$ cat config.mk
export PLATFORM = sky130hd
export DESIGN_NAME = idle_synced_serial_rx_key_decoder_unit
export DESIGN_NICKNAME = d
export VERILOG_FILES = /design/src/isrkd_pkg.sv /design/src/isrkd_core.sv /design/src/idle_synced_serial_rx_key_decoder_unit.sv
export SDC_FILE = /design/constraint.sdc
export NUM_CORES = 1
export LEC_CHECK = 0
export ABC_AREA = 1
export BUFFER_PORTS_ARGS = -buffer_cell sky130_fd_sc_hd__buf_2
export CORE_UTILIZATION = 50
export DETAILED_ROUTE_END_ITERATION = 6
export GPL_ROUTABILITY_DRIVEN = 0
export GPL_TIMING_DRIVEN = 0
export PLACE_DENSITY = 0.71
export SETUP_SLACK_MARGIN = 0.05
export SLEW_MARGIN = 20
export SYNTH_ARGS = -nofsm -noshare
export SYNTH_HDL_FRONTEND = slang
export SYNTH_SLANG_ARGS = --single-unit
$ cat constraint.sdc
create_clock -name clk -period 2.8 [get_ports clk]
set_input_delay 0.28 -clock clk [delete_from_list [all_inputs] [get_ports clk]]
set_output_delay 0.28 -clock clk [all_outputs]
set_load 0.005 [all_outputs]
$ cat src/isrkd_pkg.sv
// ----------------------------------------------------------------------------
// isrkd_pkg
// Shared types, constants and the key-to-mask lookup for the idle-synced
// serial receiver and key decoder.
// ----------------------------------------------------------------------------
package isrkd_pkg;

  localparam int unsigned TickWidth = 16;
  localparam int unsigned ByteWidth = 8;
  localparam int unsigned BitIdxWidth = 4;

  // configuration register indexes
  localparam logic [1:0] RegIdleTicks = 2'd0;
  localparam logic [1:0] RegFirstSampleTicks = 2'd1;
  localparam logic [1:0] RegBitTicks = 2'd2;

  localparam logic [TickWidth-1:0] IdleTicksReset = 16'd1275;
  localparam logic [TickWidth-1:0] FirstSampleTicksReset = 16'd135;
  localparam logic [TickWidth-1:0] BitTicksReset = 16'd100;

  localparam logic [ByteWidth-1:0] MaskReleased = 8'hFF;

  typedef struct packed {
    logic [TickWidth-1:0] idle_ticks;
    logic [TickWidth-1:0] first_sample_ticks;
    logic [TickWidth-1:0] bit_ticks;
  } cfg_t;

  typedef struct packed {
    logic [ByteWidth-1:0] drive_mask;
    logic                 byte_valid;
    logic [ByteWidth-1:0] received_byte;
  } result_t;

  // key code to pin drive mask, 0 bits pull a pin low
  function automatic logic [ByteWidth-1:0] key_mask(input logic [ByteWidth-1:0] key);
    logic [ByteWidth-1:0] m;
    case (key)
      8'd1:    m = 8'hF3;
      8'd2:    m = 8'hBF;
      8'd3:    m = 8'h7F;
      8'd5:    m = 8'hEF;
      8'd6:    m = 8'hDF;
      default: m = MaskReleased;
    endcase
    return m;
  endfunction

endpackage

$ cat src/isrkd_core.sv
// ----------------------------------------------------------------------------
// isrkd_core
// Receiver state machine: idle-gap hunt, start-bit wait, timed data sampling
// and key decoding. Advances one step per accepted line sample.
// ----------------------------------------------------------------------------
module isrkd_core #(
  parameter int unsigned DATA_BITS = 8
) (
  input  logic                clk,
  input  logic                rst,
  input  logic                step,
  input  logic                line_level,
  input  isrkd_pkg::cfg_t     cfg,
  output isrkd_pkg::result_t res
);

  typedef enum logic [1:0] {
    PH_HUNT  = 2'd0,
    PH_START = 2'd1,
    PH_DATA  = 2'd2
  } phase_t;

  phase_t                                 phase;
  phase_t                                 phase_next;
  logic [isrkd_pkg::TickWidth-1:0]        tick_count;
  logic [isrkd_pkg::TickWidth-1:0]        tick_count_next;
  logic [isrkd_pkg::BitIdxWidth-1:0]      bit_index;
  logic [isrkd_pkg::BitIdxWidth-1:0]      bit_index_next;
  logic [isrkd_pkg::ByteWidth-1:0]        shift_byte;
  logic [isrkd_pkg::ByteWidth-1:0]        shift_byte_next;
  logic [isrkd_pkg::ByteWidth-1:0]        mask_hold;
  logic [isrkd_pkg::ByteWidth-1:0]        mask_hold_next;
  logic [isrkd_pkg::ByteWidth-1:0]        last_byte;
  logic [isrkd_pkg::ByteWidth-1:0]        last_byte_next;
  logic                                   valid_next;

  logic [isrkd_pkg::TickWidth-1:0]        tick_inc;
  logic [isrkd_pkg::TickWidth-1:0]        target;
  logic [isrkd_pkg::BitIdxWidth-1:0]      bit_inc;
  logic [isrkd_pkg::ByteWidth-1:0]        shift_sampled;

  assign tick_inc = tick_count + isrkd_pkg::TickWidth'(1);
  assign target   = (bit_index == '0) ? cfg.first_sample_ticks : cfg.bit_ticks;
  assign bit_inc  = bit_index + isrkd_pkg::BitIdxWidth'(1);

  // data bit lands at its lsb-first position
  always_comb begin
    shift_sampled = shift_byte;
    if (line_level) begin
      shift_sampled[bit_index[2:0]] = 1'b1;
    end
  end

  // next-state logic for one line sample
  always_comb begin
    phase_next      = phase;
    tick_count_next = tick_count;
    bit_index_next  = bit_index;
    shift_byte_next = shift_byte;
    mask_hold_next  = mask_hold;
    last_byte_next  = last_byte;
    valid_next      = 1'b0;
    unique case (phase)
      PH_START: begin
        if (!line_level) begin
          phase_next      = PH_DATA;
          tick_count_next = '0;
          bit_index_next  = '0;
          shift_byte_next = '0;
        end
      end
      PH_DATA: begin
        tick_count_next = tick_inc;
        if (tick_inc >= target) begin
          tick_count_next = '0;
          shift_byte_next = shift_sampled;
          bit_index_next  = bit_inc;
          if (bit_inc >= isrkd_pkg::BitIdxWidth'(DATA_BITS)) begin
            valid_next     = 1'b1;
            last_byte_next = shift_sampled;
            mask_hold_next = isrkd_pkg::key_mask(shift_sampled);
            phase_next     = PH_HUNT;
            bit_index_next = '0;
          end
        end
      end
      default: begin
        // hunting for an idle gap; unused code behaves the same
        phase_next = PH_HUNT;
        if (line_level) begin
          tick_count_next = tick_inc;
          if (tick_inc >= cfg.idle_ticks) begin
            phase_next      = PH_START;
            tick_count_next = '0;
          end
        end else begin
          tick_count_next = '0;
        end
      end
    endcase
  end

  // state registers
  always_ff @(posedge clk) begin
    if (rst) begin
      phase      <= PH_HUNT;
      tick_count <= '0;
      bit_index  <= '0;
      shift_byte <= '0;
      mask_hold  <= isrkd_pkg::MaskReleased;
      last_byte  <= '0;
    end else if (step) begin
      phase      <= phase_next;
      tick_count <= tick_count_next;
      bit_index  <= bit_index_next;
      shift_byte <= shift_byte_next;
      mask_hold  <= mask_hold_next;
      last_byte  <= last_byte_next;
    end
  end

  // result for the sample being taken
  assign res.drive_mask    = mask_hold_next;
  assign res.byte_valid    = valid_next;
  assign res.received_byte = last_byte_next;

`ifndef SYNTH
  // bit index never rests at or past the byte length
  a_bit_index_range: assert property (@(posedge clk) disable iff (rst)
    bit_index < isrkd_pkg::BitIdxWidth'(DATA_BITS))
    else $error("bit index out of range");

  // outside data phase the bit index is parked at zero
  a_bit_index_parked: assert property (@(posedge clk) disable iff (rst)
    (phase != PH_DATA) |-> (bit_index == '0))
    else $error("bit index not cleared outside data phase");

  // a completed byte only comes out of the data phase
  a_valid_from_data: assert property (@(posedge clk) disable iff (rst)
    valid_next |-> (phase == PH_DATA))
    else $error("byte flagged outside data phase");

  // a completed byte updates the held byte and returns to hunting
  a_valid_updates: assert property (@(posedge clk) disable iff (rst)
    (step && valid_next) |=> (phase == PH_HUNT && last_byte == $past(shift_sampled)))
    else $error("completed byte not stored");
`endif

endmodule

$ cat src/idle_synced_serial_rx_key_decoder_unit.sv
// A result appears in the output register in the cycle after its sample is accepted.
// Throughput: one line sample per cycle; the output register frees as it is read,
// so a sample is accepted whenever the register is empty or being read.
// Reset: phase hunts for an idle gap, counters and byte clear, mask reads 0xFF,
// configuration registers return to 1275 / 135 / 100 ticks.
// ----------------------------------------------------------------------------
// idle_synced_serial_rx_key_decoder_unit
// Top level: configuration registers, sample handshake and result register
// around the receiver core.
// ----------------------------------------------------------------------------
module idle_synced_serial_rx_key_decoder_unit #(
  parameter int unsigned DATA_BITS = 8
) (
  input  logic                                clk,
  input  logic                                rst,
  input  logic                                cfg_we,
  input  logic [1:0]                          cfg_index,
  input  logic [isrkd_pkg::TickWidth-1:0]     cfg_data,
  input  logic                                in_valid,
  output logic                                in_ready,
  input  logic                                line_level,
  output logic                                out_valid,
  input  logic                                out_ready,
  output logic [isrkd_pkg::ByteWidth-1:0]     drive_mask,
  output logic                                byte_valid,
  output logic [isrkd_pkg::ByteWidth-1:0]     received_byte
);

  isrkd_pkg::cfg_t    cfg;
  isrkd_pkg::result_t res;
  isrkd_pkg::result_t out_item;
  logic               step;

  // configuration registers
  always_ff @(posedge clk) begin
    if (rst) begin
      cfg.idle_ticks         <= isrkd_pkg::IdleTicksReset;
      cfg.first_sample_ticks <= isrkd_pkg::FirstSampleTicksReset;
      cfg.bit_ticks          <= isrkd_pkg::BitTicksReset;
    end else if (cfg_we) begin
      unique case (cfg_index)
        isrkd_pkg::RegIdleTicks:        cfg.idle_ticks         <= cfg_data;
        isrkd_pkg::RegFirstSampleTicks: cfg.first_sample_ticks <= cfg_data;
        isrkd_pkg::RegBitTicks:         cfg.bit_ticks          <= cfg_data;
        default: ;
      endcase
    end
  end

  // take a sample when the result register is free or draining
  assign in_ready = !out_valid || out_ready;
  assign step     = in_valid && in_ready;

  isrkd_core #(
    .DATA_BITS(DATA_BITS)
  ) u_core (
    .clk        (clk),
    .rst        (rst),
    .step       (step),
    .line_level (line_level),
    .cfg        (cfg),
    .res        (res)
  );

  // result register
  always_ff @(posedge clk) begin
    if (rst) begin
      out_valid <= 1'b0;
    end else if (step) begin
      out_valid <= 1'b1;
    end else if (out_ready) begin
      out_valid <= 1'b0;
    end
  end

  always_ff @(posedge clk) begin
    if (step) begin
      out_item <= res;
    end
  end

  assign drive_mask    = out_item.drive_mask;
  assign byte_valid    = out_item.byte_valid;
  assign received_byte = out_item.received_byte;

`ifndef SYNTH
  // an accepted sample always yields a pending result next cycle
  a_step_fills: assert property (@(posedge clk) disable iff (rst)
    step |=> out_valid)
    else $error("accepted item produced no result");

  // a stalled result blocks new samples
  a_stall_blocks: assert property (@(posedge clk) disable iff (rst)
    (out_valid && !out_ready) |-> !in_ready)
    else $error("sample accepted over a stalled result");

  // a stalled result keeps its payload
  a_stall_holds: assert property (@(posedge clk) disable iff (rst)
    (out_valid && !out_ready) |=> (out_valid && $stable(out_item)))
    else $error("stalled result changed");
`endif

endmodule

# Word-level counts from Yosys, hierarchy flattened
# Index checks and enable logic that the tools add are counted.
[classes]
reduce_logical = 15
n_eq_ne = 12
bitwise = 1
magnitude_cmp = 5
n_addsub = 2
n_mux = 32
[ops]
columns = ["cell", "n"]
rows = [
  ["$mux 16", 5],
  ["$mux 8", 9],
  ["$pmux 8 s5", 1],
  ["$ge 16x16->1", 2],
  ["$pmux 16 s2", 1],
  ["$add 16x1->16 const B", 1],
  ["$eq 8x2->1 const B", 2],
  ["$eq 8x3->1 const B", 2],
  ["$pmux 8 s2", 1],
  ["$mux 4", 3],
  ["$reduce_and 2->1", 5],
  ["$eq 8x1->1 const B", 1],
  ["$mux 2", 4],
  ["$or 8x8->8", 1],
  ["$pmux 4 s2", 1],
  ["$reduce_and 4->1", 2],
  ["$mux 1", 5],
  ["$add 4x1->4 const B", 1],
  ["$eq 2x1->1 const B", 2],
  ["$eq 2x2->1 const B", 2],
  ["$ge 4x4->1 const B", 1],
  ["$logic_not 4->1", 1],
  ["$lt 3x4->1 const B", 1],
  ["$ne 2x1->1 const B", 2],
  ["9 further kinds", 11],
]
[word_totals]
regBits = 112
output_inout_bits = 19
word_cells = 80

# Logic depth before layout (Yosys ltp)
# Gate-level depths: netlist (run 1).
[depth]
depth_word = 11
depth_mapped = 22
mapped_depth_nobuf = 20

# Hierarchy
# From an unflattened synthesis (run 1), not the netlist that was laid out.
[unflattened]
cells_unflattened = 816
hier_area_um2 = 5968.2
[by_module_without_submodules]
columns = ["module", "n_inst", "area_each_um2", "cells_per_inst"]
rows = [
  ["isrkd_core", 1, 3489.6, 511],
  ["idle_synced_serial_rx_key_decoder_unit", 1, 2478.6, 305],
]

# Worst setup path before layout (run 1)
# OpenSTA, ideal clock, no wires.
[synth_timing]
path_kind = "register to register"
from = "reg u_core.bit_index[1] in the netlist's numbering"
to = "reg out_item, in the netlist drive_mask[6] (data pin)"
stages_incl_launch_ff = 17
setup_ns = 0.255
arrival_ns = 2.791
slack_ns = -0.246
synth_period_minus_slack_ns = 3.046
cell_sequence = "dfxtp_1 inv_1 ha_1 nand2_1 clkbuf_1 clkbuf_1 nand2_1 o21ai_0 ha_1 a21oi_1 o21ai_0 a21oi_2 nand2_1 nand2_4 clkinv_4 or2_2 and2_1"
[synth_lines]
columns = ["element", "line", "rtl"]
rows = [
  ["start: declaration", "isrkd_core.sv:27", "logic [isrkd_pkg::BitIdxWidth-1:0] bit_index;"],
  ["start signal: assignment", "isrkd_core.sv:115", "bit_index <= bit_index_next;"],
  ["end signal: assignment", "idle_synced_serial_rx_key_decoder_unit.sv:78", "out_item <= res;"],
  ["end: declaration", "idle_synced_serial_rx_key_decoder_unit.sv:31", "isrkd_pkg::result_t out_item;"],
]

==> results of run 1 <==
## power groups by stage
stage	Clock [mW]	Sequential, mW	Combinational (mW)
finish	1.29	1.72	0.624
global route	1.35	1.73	0.678
CTS	1.29	1.72	0.519
detailed placement	0	1.76	0.430
global placement	0	1.76	0.417
floorplan	0	1.76	0.294
## critical path: stages (launching register included)
cell	delay, ps
dfxtp_4	400
ha_4	170
nand3_4	100
inv_4	80
buf_4	110
nand3_2	70
xor2_1	180
inv_2	90
ha_4	280
nand2_4	60
nor4_4	330
nand2_2	160
nand2_4	120
nand2_8	70
buf_6	150
buf_8	130
o21ai_4	130
inv_1	50
## cell type report
| class | instances | area, sq um |
|---|---|---|
| clock inverters | 3 | 23.8 |
| plain buffers | 32 | 243 |
| multi-input cells | 501 | 3440 |
| clock buffers | 12 | 268 |
| fillers | 825 | 3210 |
| inverters | 107 | 414 |
| flip-flops and latches | 112 | 2450 |
| repair buffers | 107 | 803 |
| well taps | 140 | 175 |
## repair_timing
action,4_1_cts,5_1_grt
setup buffers,41,20
endpoints found under the setup margin,63,63
cloned,3,4
gates resized for setup,108,110
pin swaps,28,52
## per-stage QoR
| stage | instances | worst slack [ps] | setup TNS, ps | cell area, sq um | power, mW |
|---|---|---|---|---|---|
| floorplan | 751 | 62.9 | 0 | 5780 | 2.05 |
| global placement | 932 | -435 | -16950 | 6160 | 2.18 |
| detailed placement | 932 | -481 | -20460 | 6160 | 2.19 |
| CTS | 991 | -42.1 | -70.7 | 7140 | 3.53 |
| global route | 1014 | -216 | -8250 | 7820 | 3.76 |
| finish | 1014 | -135 | -2180 | 7820 | 3.63 |
## routing by layer
layer	wire length [um]	vias to the layer above	track usage [%]
met2	8920	247	47.8
met5	0	-	0
met1	6630	2704	31.7
li1	-	2704	-
met4	633	0	10.8
met3	945	65	3.68
## sequential cells by signal, summed over array words and instances (netlist names)
name               count
out_valid              1
byte_valid             1
u_core.last_byte       8
u_core.phase           2
u_core.bit_index       4
cfg                   48
u_core.mask_hold       8
received_byte          8
drive_mask             8
u_core.shift_byte      8
u_core.tick_count     16
## placed cells by master (no fill, tap or decap), types with 10 or more instances in the layout
cell type,synthesis,layout
nand2_1,144,115
o21ai_0,67,39
a21oi_2,3,20
clkbuf_16,0,13
clkbuf_1,22,20
buf_2,4,42
a21oi_1,83,65
ha_4,0,10
o21ai_2,3,15
dfxtp_1,95,81
inv_1,102,95
o21ai_1,1,15
nor2_1,55,50
nand2_2,0,21
edfxtp_1,17,17
nand4_1,20,20
ha_1,38,28
buf_6,5,15
nand3_1,26,19
buf_4,1,51
## worst paths after layout
kind                                                end  slack (ps)  depth (start not counted)                         startpoint
worst max-delay path            drive_mask[4]$_DFFE_PP_        -140                         17  u_core.tick_count[0]$_SDFFE_PP0P_
worst min-delay path                cfg[5]$_SDFFE_PP1P_         170                          3                        cfg_data[5]
worst min register to register      cfg[8]$_SDFFE_PP0P_         450                          2                cfg[8]$_SDFFE_PP0P_
worst max register to register  drive_mask[4]$_DFFE_PP_        -140                         17  u_core.tick_count[0]$_SDFFE_PP0P_
## kinds of logic after synthesis
family | Yosys count | share of synthesized area [%]
xor gates and xnor gates | 14 | 2.39
buffers and inverters | 139 | 9.93
AOI/OAI and AO/OA | 168 | 15.6
and+or+nand+nor | 277 | 21.5
muxes | 3 | 0.521
DFF | 112 | 41.8
adders and majority gates | 38 | 8.24
==> metrics.csv, run 1 <==
stage,metric,value,unit
cts,clockBufferDepth,2,
yosys,synth_top_cell_area_share,33.0,%
power_and_ir_drop,power_density,464,mW/mm^2
global_route,grt_start_max_net_pins,23,
power_and_ir_drop,p_sw_share,28.0,%
power_and_ir_drop,peakVddDrop,468,uV
yosys,ys_seq_elements,112,
floorplanning,boundaryPins,43,
hold_path,timing.hold.worst.class,in2reg,
yosys,ys_types,40,
route,detail-route-antenna-nets,0,
run_status,failed_checks,negative setup slack,
yosys,syn-num-nets,813,
power_and_ir_drop,share_comb_of_total_power,17.2,%
cells_and_area,final_nets,932,
job,cap_violations,0,
sta,finalClockSkew,6.67,ps
yosys,yosys_most_used_dff,dfxtp_1,
floorplanning,die_area,0.0120,sq mm
yosys,synthArstFlopShare,0,%
cts,clock-root-buffer,clkbuf_16,
route,postRouteWirelength,17.1,mm
setup_path,critical_path.max_fanout,5,
route,detailedRoute.firstPassIterationCount,5,
setup_path,startpoint_type,register,
floorplanning,die_height,109,um
yosys,post_synth_inst_count,751,
global_route,first_pass_grt_wire_length,24.5,mm
sta,fmaxAchievable,341,MHz
yosys,ys_top_cells_by_area,"dfxtp_1 33%, nand2_1 9.4%, edfxtp_1 8.8%, ha_1 8.2%, a21oi_1 7.2%",
cts,cts.reportedPaths.clkPinSlew,70,ps
setup_path,critical_path_required,2910,ps
sta,final-max-slew-violation-count,0,
floorplanning,core_area,0.0110,sq mm
setup_path,crit_type,reg2reg,
cts,cts.sinks,112,
yosys,ys_top_cells_by_count,"144 x nand2_1, 102 x inv_1, 95 x dfxtp_1",
sta,final_hold_violation_count,0,
setup_path,critPathCaptureType,register,
placed_design,hpwl,10.1,mm
global_route,groute.usage.overall,26.6,%
global_route,initial_antenna_violation_count,0,
run_status,status,"finished, violations left",
yosys,ys.warnings.count,0,
yosys,synth.most_common_cell,nand2_1,
yosys,synth-seq-area-share,41.8,%
cells_and_area,n_antenna_cell,0,
sta,final.hold.worst_slack,167,ps
global_route,grt_pass1_vias,5141,
power_and_ir_drop,clkPwrFrac,35.4,%
power_and_ir_drop,p_switching,1.02,mW
route,detail_route.drc_violations,0,
yosys,post_synth.cell_area_avg,7.68,sq um
yosys,number_of_synthesized_flops_with_an_enable_pin,17,
setup_path,arrival,3050,ps
route,detail_route.wl_per_cell,16.9,um
power_and_ir_drop,cell_internal_power_dissipation,2.61,mW
yosys,synth.cell_area,0.00577,sq mm
sta,final.setup.worst_slack,-135,ps
floorplanning,dieWidth,109,um
cts,htreeDepth,3,
sta,grt_setup_unrepaired,true,
sta,worstMarginPinSlew,1040,ps
global_route,grt-ovfl-total,0,
cts,number_of_hold_buffers_added_after_cts,0,
cells_and_area,drive_above_1_share,32.0,%
sta,period_share,105,%
power_and_ir_drop,p_leak,3.46,nW
route,drt-vias-per-instance,5.64,
sta,slew_margin_rel,30.5,%
route,dr_total_vias,5720,
route,drt-initial-drc-count,349,
cts,clock_insertion_delay_worst_skew,350,ps
power_and_ir_drop,seqPwrFrac,47.4,%
sta,timing.final.crit_period,2940,ps
cells_and_area,areaGrowthSynthToFinish,35.5,%
cts,tritoncts,built,
floorplanning,initial_core_util,52.3,%
cells_and_area,final_util,70.9,%
floorplanning,floorplan.rows,38,
cts,cts_buffer_count,9,
placed_design,port_buffers,41,
sta,setup_viol,43,
yosys,biggest_area_consumer_among_synthesized_cells,dfxtp_1,
Note: power is estimated with default switching activity, not from simulation.
==> inputs of run 2 (changes only) <==
ABC_AREA = 0   (was 1)
==> metrics.csv, run 2 <==
stage,metric,value,unit
run_status,status,"finished, violations left",
run_status,failed_checks,negative setup slack,
cells_and_area,commonest_non_fill_non_tap_cell_in_the_layout,nand2_1,
setup_path,cpLargestDelayFamily,simple AND/OR/NAND/NOR gates,
cts,cts_buffer_count,9,
sta,slew_margin_rel,44.5,%
cells_and_area,final_util,67.7,%
power_and_ir_drop,peakVddDrop,413,uV
floorplanning,dieWidth,109,um
sta,grt_setup_unrepaired,true,
sta,fmaxAchievable,301,MHz
cells_and_area,drive_above_1_share,28.5,%
setup_path,critical_path.most_common_cell,nand4_1,
setup_path,crit_type,reg2reg,
floorplanning,floorplan.rows,38,
cts,number_of_hold_buffers_added_after_cts,0,
route,detail_route.wl_per_cell,18.2,um
setup_path,cp_slowest_cell,or3_4,
yosys,synthArstFlopShare,0,%
setup_path,worst-path-buf-inv,2,
sta,final-max-slew-violation-count,0,
setup_path,path_depth,13,
sta,period_share,119,%
cts,htreeDepth,3,
cts,clock_insertion_delay_worst_skew,360,ps
setup_path,worst-r2r-cell-count,13,
setup_path,critical-path-max-stage-delay,400,ps
route,postRouteWirelength,16.5,mm
setup_path,crit_path_cell_trace,"ha_4, nand4_1, nor2_2, nand4_1, xnor2_2, ha_1, and4_4, nand2_4, or3_4, buf_12, a31oi_4, buf_6, a31oi_1",
cts,cts.reportedPaths.clkPinSlew,80,ps
global_route,grt-ovfl-total,0,
placed_design,placed_cells,840,
yosys,synth_top_cell_area_share,33.4,%
hold_path,holdPathStages,3,
cells_and_area,reg.largest.list,"cfg x48, u_core.tick_count x16",
yosys,synth.most_common_cell,nand2_1,
global_route,first_pass_grt_wire_length,24.7,mm
yosys,ys_seq_elements,112,
yosys,number_of_synthesized_flops_with_an_enable_pin,17,
yosys,yosys_most_used_dff,dfxtp_1,
route,drt-initial-drc-count,444,
cells_and_area,areaGrowthSynthToFinish,30.6,%
placed_design,port_buffers,41,
setup_path,startpoint_type,register,
floorplanning,boundaryPins,43,
hold_path,timing.hold.worst.class,in2reg,
yosys,post_synth.cell_area_avg,8.64,sq um
cells_and_area,final_nets,822,
global_route,groute.usage.overall,27.6,%
cells_and_area,largest-register,cfg,
yosys,ys.warnings.count,0,
power_and_ir_drop,total_power,3.31,mW
route,dr_total_vias,5316,
cells_and_area,largest_reg_flops,48,
cts,tritoncts,built,
sta,finalSetupTns,-27710,ps
floorplanning,initial_core_util,51.9,%
route,drt-vias-per-instance,5.87,
cells_and_area,filler_cell_count,817,
global_route,initial_antenna_violation_count,0,
setup_path,critical_path_required,2890,ps
yosys,synth.cell_area,0.00570,sq mm
sta,final.setup.worst_slack,-525,ps
cells_and_area,commonest_cells_after_routing_fill_and_taps_aside,"118 x nand2_1, 87 x dfxtp_1, 70 x a21oi_1",
floorplanning,die_area,0.0118,sq mm
yosys,ys_top_cells_by_area,"dfxtp_1 33%, edfxtp_1 9.0%, ha_1 8.3%, nand2_1 7.8%, a21oi_1 7.5%",
route,detail_route.drc_violations,0,
power_and_ir_drop,p_leak,3.04,nW
global_route,grt_start_max_net_pins,19,
yosys,ys_types,55,
placed_design,hpwl,10.5,mm
route,detailedRoute.firstPassIterationCount,5,
sta,worstMarginPinSlew,832,ps
yosys,syn-num-nets,721,
floorplanning,core_area,0.0110,sq mm
global_route,grt_pass1_vias,5005,
floorplanning,die_height,109,um
setup_path,critPathCaptureType,register,
cells_and_area,n_antenna_cell,0,
setup_path,critical_path.max_fanout,10,
placed_design,post-place-ws,-678,ps
route,detail-route-antenna-nets,0,
sta,timing.final.crit_period,3330,ps
setup_path,arrival,3420,ps
sta,finalClockSkew,14.8,ps
yosys,biggest_area_consumer_among_synthesized_cells,dfxtp_1,
sta,final_hold_violation_count,0,
cells_and_area,post_layout_nonfiller_instances,905,
job,cap_violations,0,
cts,clock-root-buffer,clkbuf_16,
power_and_ir_drop,power_density,446,mW/mm^2
yosys,synth-seq-area-share,42.4,%
sta,setup_viol,63,
cts,clockBufferDepth,2,
cts,cts.sinks,112,
yosys,post_synth_inst_count,659,
yosys,ys_top_cells_by_count,"119 x nand2_1, 95 x dfxtp_1, 85 x a21oi_1",
-- run 2: changes by cell type in the layout (fill, tap and decap cells not counted), sizes merged, moves of 14 or more --
cell | before | now
inv | 105 | 26
nand2 | 146 | 119
nand4 | 20 | 6
nor2 | 58 | 42
o21ai | 71 | 13
-- run 2: path summary, 6_finish.rpt --
| path | from | endpoint | slack [ps] |
|---|---|---|---|
| worst max-delay path | u_core.tick_count[1]$_SDFFE_PP0P_ | drive_mask[5]$_DFFE_PP_ | -530 |
| worst min-delay path | cfg_data[2] | cfg[18]$_SDFFE_PP1P_ | 160 |
| worst max register to register | u_core.tick_count[1]$_SDFFE_PP0P_ | drive_mask[5]$_DFFE_PP_ | -530 |
| worst min register to register | u_core.mask_hold[0]$_SDFFE_PP1P_ | u_core.mask_hold[0]$_SDFFE_PP1P_ | 460 |
-- run 2: cells by family (layout without fill, tap and decap cells) --
group	after synthesis	count (layout)	share of synthesized area, %
multiplexers	18	18	3.21
XOR/XNOR	15	15	2.31
adder cells (fa/ha/maj)	38	38	8.35
buffers and inverters	66	172	5.21
flip-flops	112	112	42.4
AND/OR/NAND/NOR	254	254	21.0
AO/OA/AOI/OAI	156	156	17.6
-- run 2: power by group --
part | internal (mW) | total [mW] | switching, mW
logic | 0.103 | 0.267 | 0.165
registers | 1.66 | 1.68 | 0.0176
clock network | 0.782 | 1.37 | 0.585
-- run 2: worst reg2reg max path, delay by kind of cell (launching register included) --
family                     cells  cell delay [ps]
DFF                            1              390
adders and majority gates      2              470
xor gates and xnor gates       1              220
and+or+nand+nor                6             1310
AOI/OAI and AO/OA              2              330
buffers and inverters          2              340
-- run 2: metal layers --
| metal | share of wire [%] | wire [um] | GRT usage, % | up-vias |
|---|---|---|---|---|
| li1 | - | - | - | 2506 |
| met2 | 49 | 8130 | 45.9 | 256 |
| met5 | 0 | 0 | 0 | - |
| met1 | 39 | 6470 | 33.3 | 2502 |
| met3 | 6.8 | 1120 | 4.30 | 52 |
| met4 | 4.5 | 745 | 17.7 | 0 |
-- run 2: layout make-up --
type / count / area (sq um) / share of cell area (%)
clock inverters: 6 / 82.6 / 1.11
multi-input cells: 481 / 3420 / 46.0
clock buffers: 10 / 229 / 3.08
inverters: 25 / 98.8 / 1.33
flip-flops and latches: 112 / 2430 / 32.7
plain buffers: 39 / 282 / 3.79
well taps: 140 / 175 / 2.36
repair buffers: 92 / 716 / 9.62
-- run 2: what timing repair did --
action | in CTS | in global routing
buffers inserted | 25 | 21
gates resized for setup | 60 | 33
gates cloned | 6 | 0
pin swaps | 37 | 31
endpoints found under the setup margin | 63 | 63
endpoints found under the hold margin | 0 | 0
-- run 2: stage by stage --
step | hold WS [ps] | cell area [sq um]
floorplan | 404 | 5900
global placement | 422 | 6280
detailed placement | 430 | 6280
CTS | 155 | 7160
global route | 177 | 7440
finish | 161 | 7440
